`config.mk`:
```
export PLATFORM = sky130hd
export DESIGN_NAME = overlapped_tile_planner
export DESIGN_NICKNAME = d
export VERILOG_FILES = /design/src/rtl/core/otp_pkg.sv /design/src/rtl/core/otp_axis_next.sv /design/src/rtl/core/otp_tile_calc.sv /design/src/rtl/core/overlapped_tile_planner.sv
export VERILOG_INCLUDE_DIRS = /design/src /design/src/rtl/core
export SDC_FILE = /design/constraint.sdc
export NUM_CORES = 1
export LEC_CHECK = 0
export BUFFER_PORTS_ARGS = -buffer_cell sky130_fd_sc_hd__buf_2
export CAP_MARGIN = 20
export CORE_ASPECT_RATIO = 1.5
export CORE_MARGIN = 2
export CORE_UTILIZATION = 60
export CTS_BUF_LIST = sky130_fd_sc_hd__clkbuf_2 sky130_fd_sc_hd__clkbuf_4 sky130_fd_sc_hd__clkbuf_8
export CTS_CLUSTER_DIAMETER = 60
export DETAILED_ROUTE_END_ITERATION = 12
export PLACE_DENSITY = 0.86
export RECOVER_POWER = 50
export SETUP_SLACK_MARGIN = 0.15
export SYNTH_ARGS = -nofsm -noshare
export SYNTH_HDL_FRONTEND = slang
export SYNTH_SLANG_ARGS = --single-unit
export TNS_END_PERCENT = 50
```
`constraint.sdc`:
```
create_clock -name clk -period 15.6 [get_ports clk]
set_input_delay 0.78 -clock clk [delete_from_list [all_inputs] [get_ports clk]]
set_output_delay 0.78 -clock clk [all_outputs]
set_load 0.02 [all_outputs]
```
`src/rtl/core/assert_macros.svh`:
```
// Assertion macros shared by the tile planner RTL.
// No dependencies; included inside module bodies that carry assertions.
`ifndef ASSERT_MACROS_SVH
`define ASSERT_MACROS_SVH

// A property that must hold at every clock edge outside reset.
`define ASSERT_ALWAYS(label, clk, rst, prop, msg) \
  label: assert property (@(posedge clk) disable iff (rst) (prop)) else $error(msg);

// A condition in one cycle that implies another in the following cycle.
`define ASSERT_NEXT(label, clk, rst, pre, post, msg) \
  label: assert property (@(posedge clk) disable iff (rst) (pre) |=> (post)) else $error(msg);

`endif

```
`src/rtl/core/otp_pkg.sv`:
```
// Shared types and constants of the overlapped tile planner.
// No dependencies; imported by every module of the block.
package otp_pkg;

  localparam int COORD_WIDTH = 14;
  localparam int CFG_INDEX_W = 2;
  localparam int IN_TDATA_W  = 8;
  localparam int OUT_FIELDS  = 8;
  localparam int OUT_TDATA_W = ((OUT_FIELDS * COORD_WIDTH + 7) / 8) * 8;

  typedef logic [COORD_WIDTH-1:0] coord_t;

  // Configuration register indexes.
  typedef enum logic [CFG_INDEX_W-1:0] {
    REG_IMAGE_WIDTH  = 2'd0,
    REG_IMAGE_HEIGHT = 2'd1,
    REG_TILE_SIZE    = 2'd2,
    REG_OVERLAP_REQ  = 2'd3
  } cfg_reg_t;

  // Next start along one axis and whether the axis wrapped.
  typedef struct packed {
    coord_t start;
    logic   wrap;
  } axis_step_t;

  // Coordinate fields of one result item, tile_x in the lowest bits.
  typedef struct packed {
    coord_t feather_bottom;
    coord_t feather_right;
    coord_t feather_top;
    coord_t feather_left;
    coord_t tile_h;
    coord_t tile_w;
    coord_t tile_y;
    coord_t tile_x;
  } tile_fields_t;

  typedef struct packed {
    logic         last_tile;
    logic         no_tiles;
    tile_fields_t fields;
  } tile_result_t;

endpackage

```
`src/rtl/core/otp_axis_next.sv`:
```
// Next tile start along one axis of the plan.
// Depends on otp_pkg.
module otp_axis_next (
  input  otp_pkg::coord_t     cur,
  input  otp_pkg::coord_t     extent,
  input  otp_pkg::coord_t     tile,
  input  otp_pkg::coord_t     step,
  output otp_pkg::axis_step_t nxt
);
  import otp_pkg::*;

  coord_t               limit;
  logic                 fits;
  logic [COORD_WIDTH:0] sum;

  // The last start on the axis is extent - tile; an axis no longer than
  // the tile has the single start zero and always wraps.
  always_comb begin
    limit     = extent - tile;
    fits      = (extent <= tile);
    sum       = {1'b0, cur} + {1'b0, step};
    nxt.wrap  = fits || (cur >= limit);
    if (nxt.wrap) begin
      nxt.start = '0;
    end else if (sum >= {1'b0, limit}) begin
      nxt.start = limit;
    end else begin
      nxt.start = sum[COORD_WIDTH-1:0];
    end
  end

endmodule

```
`src/rtl/core/otp_tile_calc.sv`:
```
// Size, feather overlaps and last flag of the tile at a given start.
// Depends on otp_pkg.
module otp_tile_calc (
  input  otp_pkg::coord_t      x,
  input  otp_pkg::coord_t      y,
  input  otp_pkg::coord_t      image_width,
  input  otp_pkg::coord_t      image_height,
  input  otp_pkg::coord_t      tile,
  input  otp_pkg::coord_t      overlap,
  output otp_pkg::tile_result_t res
);
  import otp_pkg::*;

  coord_t dx;
  coord_t dy;
  logic   has_right;
  logic   has_below;

  // Starts never pass the extent, so x + w < width reduces to tile < width - x.
  always_comb begin
    dx        = image_width - x;
    dy        = image_height - y;
    has_right = (tile < dx);
    has_below = (tile < dy);

    res.fields.tile_x         = x;
    res.fields.tile_y         = y;
    res.fields.tile_w         = (dx < tile) ? dx : tile;
    res.fields.tile_h         = (dy < tile) ? dy : tile;
    res.fields.feather_left   = (x != '0) ? overlap : '0;
    res.fields.feather_top    = (y != '0) ? overlap : '0;
    res.fields.feather_right  = has_right ? overlap : '0;
    res.fields.feather_bottom = has_below ? overlap : '0;
    res.no_tiles              = 1'b0;
    res.last_tile             = !has_right && !has_below;
  end

endmodule

```
`src/rtl/core/overlapped_tile_planner.sv`:
```
// Overlapped tile planner: one tile of a row-major overlapping grid per item.
// Results go to the output register, or to the skid entry while it stalls.
// One item per cycle while s_axis_tready is high; the cursor update is an add
// and compares per axis; a two-entry output stage keeps input and output apart.
// Reset (rst, synchronous, active high) zeroes config and cursor, empties the
// output stage and rewinds the plan so the next item gives the first tile.
module overlapped_tile_planner (
  input  logic                                   clk,
  input  logic                                   rst,
  // Configuration write port.
  input  logic                                   cfg_we,
  input  logic [otp_pkg::CFG_INDEX_W-1:0]        cfg_index,
  input  logic [otp_pkg::COORD_WIDTH-1:0]        cfg_data,
  // Request stream.
  input  logic                                   s_axis_tvalid,
  output logic                                   s_axis_tready,
  input  logic [otp_pkg::IN_TDATA_W-1:0]         s_axis_tdata,   // restart
  // Result stream.
  output logic                                   m_axis_tvalid,
  input  logic                                   m_axis_tready,
  // tile_x, tile_y, tile_w, tile_h, feather_left, feather_top,
  // feather_right, feather_bottom
  output logic [otp_pkg::OUT_TDATA_W-1:0]        m_axis_tdata,
  output logic                                   m_axis_tuser,   // no_tiles
  output logic                                   m_axis_tlast    // last_tile
);
  import otp_pkg::*;

  coord_t       image_width;
  coord_t       image_height;
  coord_t       tile_size;
  coord_t       overlap_req;
  coord_t       cursor_x;
  coord_t       cursor_y;
  logic         at_start;

  coord_t       tile_m1;
  coord_t       overlap;
  coord_t       step;
  logic         empty_plan;
  logic         first;
  logic         accept;
  coord_t       x_sel;
  coord_t       y_sel;
  axis_step_t   ax;
  axis_step_t   ay;
  tile_result_t calc;
  tile_result_t result;

  tile_result_t out_data;
  logic         out_valid;
  tile_result_t skid_data;
  logic         skid_valid;

  // Configuration registers; any write rewinds the plan.
  always_ff @(posedge clk) begin
    if (rst) begin
      image_width  <= '0;
      image_height <= '0;
      tile_size    <= '0;
      overlap_req  <= '0;
    end else if (cfg_we) begin
      unique case (cfg_reg_t'(cfg_index))
        REG_IMAGE_WIDTH:  image_width  <= cfg_data;
        REG_IMAGE_HEIGHT: image_height <= cfg_data;
        REG_TILE_SIZE:    tile_size    <= cfg_data;
        REG_OVERLAP_REQ:  overlap_req  <= cfg_data;
      endcase
    end
  end

  // Clamped overlap, step and the empty-plan test.
  always_comb begin
    tile_m1    = tile_size - coord_t'(1);
    overlap    = (overlap_req > tile_m1) ? tile_m1 : overlap_req;
    step       = tile_size - overlap;
    empty_plan = (tile_size == '0) || (image_width == '0) || (image_height == '0) ||
                 ((image_width <= tile_size) && (image_height <= tile_size));
  end

  otp_axis_next u_axis_x (
    .cur    (cursor_x),
    .extent (image_width),
    .tile   (tile_size),
    .step   (step),
    .nxt    (ax)
  );

  otp_axis_next u_axis_y (
    .cur    (cursor_y),
    .extent (image_height),
    .tile   (tile_size),
    .step   (step),
    .nxt    (ay)
  );

  // Pick the start of the tile for this item: first tile or next in row order.
  always_comb begin
    accept = s_axis_tvalid && s_axis_tready;
    first  = s_axis_tdata[0] || at_start;
    x_sel  = first ? '0 : ax.start;
    if (first) begin
      y_sel = '0;
    end else if (ax.wrap) begin
      y_sel = ay.start;
    end else begin
      y_sel = cursor_y;
    end
  end

  otp_tile_calc u_tile_calc (
    .x            (x_sel),
    .y            (y_sel),
    .image_width  (image_width),
    .image_height (image_height),
    .tile         (tile_size),
    .overlap      (overlap),
    .res          (calc)
  );

  // An empty plan reports only the no_tiles flag.
  always_comb begin
    result = calc;
    if (empty_plan) begin
      result          = '0;
      result.no_tiles = 1'b1;
    end
  end

  // Plan cursor.
  always_ff @(posedge clk) begin
    if (rst) begin
      cursor_x <= '0;
      cursor_y <= '0;
      at_start <= 1'b1;
    end else if (cfg_we) begin
      at_start <= 1'b1;
    end else if (accept) begin
      if (empty_plan) begin
        at_start <= 1'b1;
      end else begin
        cursor_x <= x_sel;
        cursor_y <= y_sel;
        at_start <= 1'b0;
      end
    end
  end

  // Output register and skid entry; input ready follows the skid, not output ready.
  always_ff @(posedge clk) begin
    if (rst) begin
      out_valid  <= 1'b0;
      skid_valid <= 1'b0;
    end else if (!out_valid || m_axis_tready) begin
      if (skid_valid) begin
        out_data   <= skid_data;
        out_valid  <= 1'b1;
        skid_valid <= 1'b0;
      end else begin
        out_valid <= accept;
        if (accept) begin
          out_data <= result;
        end
      end
    end else if (accept) begin
      skid_data  <= result;
      skid_valid <= 1'b1;
    end
  end

  assign s_axis_tready = !skid_valid;
  assign m_axis_tvalid = out_valid;
  assign m_axis_tdata  = OUT_TDATA_W'(out_data.fields);
  assign m_axis_tuser  = out_data.no_tiles;
  assign m_axis_tlast  = out_data.last_tile;

  `include "assert_macros.svh"

  `ASSERT_ALWAYS(a_skid_behind_out, clk, rst, !skid_valid || out_valid,
                 "skid entry holds an item while the output register is empty")
  `ASSERT_ALWAYS(a_cursor_in_image, clk, rst,
                 at_start || ((cursor_x < image_width) && (cursor_y < image_height)),
                 "plan cursor lies outside the image")
  `ASSERT_ALWAYS(a_empty_result_clear, clk, rst,
                 !(out_valid && out_data.no_tiles) ||
                 ((out_data.fields == '0) && !out_data.last_tile),
                 "empty-plan result carries nonzero tile fields")
  `ASSERT_NEXT(a_plan_advances, clk, rst, accept && !empty_plan && !cfg_we, !at_start,
               "plan did not leave its start after a tile was issued")

endmodule
```
==> impl_metrics.env <==
export IMPL_outcome="complete, but fails checks"
export IMPL_violations="capacitance limit, slew limit"
export IMPL_fin_util_pct=65.8
export IMPL_synth_edf_count=228
export IMPL_via_per_inst=6.34
export IMPL_grt_max_degree=107
export IMPL_timing_final_crit_share_pct=92.2
export IMPL_finClkSkew_ns=0.0188
export IMPL_syn_nets=2310
export IMPL_cpPeakStageDelay_ns=0.69
export IMPL_cp_data_required_time_ns=16.00
export IMPL_p_per_area_nw_per_um2=113
export IMPL_worstSetupPathType="reg -> reg"
export IMPL_rsz0062_at_grt="false"
export IMPL_cts_num_sinks=315
export IMPL_yosys_area_top_type_share_pct=34.1
export IMPL_max_clock_freq_ghz=0.0696
export IMPL_antenna_found_initial=1
export IMPL_cts_made_buffers=47
export IMPL_hold_class="in -> reg"
export IMPL_nFillCells=2693
export IMPL_tightest_slew_ns=3.91
export IMPL_yosysTopAreaCell="edfxtp_1"
export IMPL_worstPathMaxFanout=23
export IMPL_yosysSeqAreaShare_pct=42.8
export IMPL_ioPinCount=145
export IMPL_drtAntennaViolNets=0
export IMPL_yosysWarnings=0
export IMPL_wire_per_inst_um=22.9
export IMPL_p_leak_nw=7.99
export IMPL_drive_above_1_share_pct=8.37
export IMPL_cts_tree="done"
export IMPL_overflow=0
export IMPL_ys_types=89
export IMPL_syn_inst=2079
export IMPL_synthArstFlopShare_pct=0
export IMPL_gp_congestion=0.996
export IMPL_grt_total_usage_pct=33.5
export IMPL_area_delta_synth_final_pct=8.87
export IMPL_report_final_setup_viol=0
export IMPL_first_pass_iters=5
export IMPL_grt_pass1_wl_um=90700
export IMPL_cp_start_kind="flip-flop"
export IMPL_drv_slew=270
export IMPL_critPathTopFamily="compound AO/OA/AOI/OAI gates"
export IMPL_num_nets_final=2417
export IMPL_first_iter_violations=1328
export IMPL_hold_viol=0
export IMPL_place_area_sq_um=21100
export IMPL_cap_viol_max_count=4
export IMPL_routed_wirelength_um=60600
export IMPL_crit_slowest_cell="nor4_1"
export IMPL_synthTopCellsByArea="edfxtp_1, ha_1, dfxtp_1"
export IMPL_synth_flop_cell="edfxtp_1"
export IMPL_slew_headroom_pct=-161
export IMPL_dp_slack_ns=1.48
export IMPL_cts_hold_buffers_added=0
export IMPL_fin_area_sq_um=21900
export IMPL_hpwl_um=45500
export IMPL_grt_pass1_vias=16240
export IMPL_synth_seq_cells=315
export IMPL_io_buffers=137
export IMPL_root_buffer="clkbuf_8"
export IMPL_critPathCaptureType="flip-flop"
export IMPL_die_width_um=153
export IMPL_core_sq_um=33200
export IMPL_ctsHtreeMaxLevel=2
export IMPL_dieArea_sq_um=35000
export IMPL_drc=0
export IMPL_crit_buf_inv=7
export IMPL_clockBufferDepth=3
export IMPL_worstSkewPairLatency_ns=0.60
export IMPL_postSynthAreaPerCell_sq_um=9.66
export IMPL_floorplan_initialDensity_pct=60.4
export IMPL_setup_slack_ns=1.22
export IMPL_die_h_um=228
export IMPL_cts_setup_buffers=0
export IMPL_vias=16754
export IMPL_rows=82
export IMPL_path_clk_slew_ns=0.07
export IMPL_arrival_ns=14.77
export IMPL_cts_resized=0
export IMPL_fin_crit_ns=14.38
export IMPL_fin_tns_setup_ns=0
export IMPL_synth_cell_area_sq_um=20100
export IMPL_ir_drop_v=0.000135
synthesized netlist by cell type, drive strengths merged (23+ instances only):
cell and n:
o21ai 58, xnor2 53, a21o 34, nor2 188, o21a 23, a21oi 162, xor2 33, inv 92
ha 195, mux2 33, a211oi 27, nand2 283, nand3 23, edfxtp 228, buf 28, o41ai 55
nor3 78, clkbuf 82, dfxtp 87, o31ai 65
per-layer routing:
metal  wire length [um]  vias to the layer above  track usage [%]
li1                   -                     7898                -
met1              21600                     7847             37.3
met2              29500                      763             57.5
met3               4170                      246             4.96
met4               5330                        0             25.5
met5                  0                        -                0
cell families (layout without fill, tap and decap cells):
| logic type | after synthesis | in the layout | share of synthesized area (%) |
|---|---|---|---|
| AO/OA/AOI/OAI | 517 | 517 | 17.9 |
| XOR/XNOR | 87 | 87 | 3.86 |
| adder cells (fa/ha/maj) | 202 | 202 | 12.8 |
| buffers and inverters | 203 | 347 | 4.08 |
| flip-flops | 315 | 315 | 42.8 |
| multiplexers | 51 | 51 | 2.75 |
| other | 0 | 1 | 0 |
| AND/OR/NAND/NOR | 704 | 704 | 15.8 |
placed cells by master (no fill, tap or decap), drive strengths merged, types with 21 or more instances in the layout:
cell type / instances
nand3: 23
mux2: 33
buf: 45
inv: 95
a21o: 34
xor2: 33
o41ai: 55
edfxtp: 228
nand2: 283
clkbuf: 182
a21oi: 162
nand4: 22
nor2b: 21
nor3: 78
xnor2: 53
nor2: 188
o21a: 23
o21ai: 58
clkinv: 22
dfxtp: 87
a211oi: 27
o31ai: 65
ha: 195
final timing paths:
path / from / end / slack, ns / cells past startpoint
worst min-delay path: cfg_data[10] / image_width[10] / 0.47 / 3
worst min register to register: overlap_req[4] / overlap_req[4] / 0.48 / 2
worst max register to register: tile_size[0] / m_axis_tdata[38] / 1.22 / 61
worst max-delay path: tile_size[0] / m_axis_tdata[38] / 1.22 / 61
flip-flops by register name, summed over array words and instances, names as in the netlist:
register / cells
overlap_req: 14
skid_valid: 1
image_width: 14
m_axis_tuser: 1
tile_size: 14
m_axis_tlast: 1
cursor_y: 14
image_height: 14
m_axis_tdata: 112
skid_data: 114
at_start: 1
m_axis_tvalid: 1
cursor_x: 14
through the flow:
step	power (mW)	hold WS [ns]	std cells
global route	2.59	0.474	2644
detailed placement	1.79	0.473	2557
CTS	2.46	0.444	2643
finish	2.47	0.466	2644
floorplan	1.58	0.449	2079
global placement	1.77	0.467	2556
power by group:
| part | internal (mW) | switching [mW] |
|---|---|---|
| Clock | 0.354 | 0.329 |
| Combinational | 0.306 | 0.546 |
| Sequential | 0.919 | 0.0192 |
| Total | 1.58 | 0.894 |
area by class of cell:
class	count	area (sq um)	area share [%]
Timing Repair Buffer	168	757	3.46
Clock buffer	59	749	3.43
Multi-Input combinational cell	1561	10700	48.9
Sequential cell	315	8590	39.3
Inverter	93	349	1.60
Tap cell	420	526	2.40
Antenna cell	1	2.50	0.0114
Clock inverter	27	198	0.904
worst register-to-register path: cells and delay by family, from the launching register on:
family	cells	cell delay, ns
AO/OA/AOI/OAI	26	4.91
XOR/XNOR	4	1.18
adder cells (fa/ha/maj)	8	2.56
buffers and inverters	7	1.38
flip-flops	1	0.30
multiplexers	2	0.88
AND/OR/NAND/NOR	14	2.98
Power figures use the tool's default switching activity.
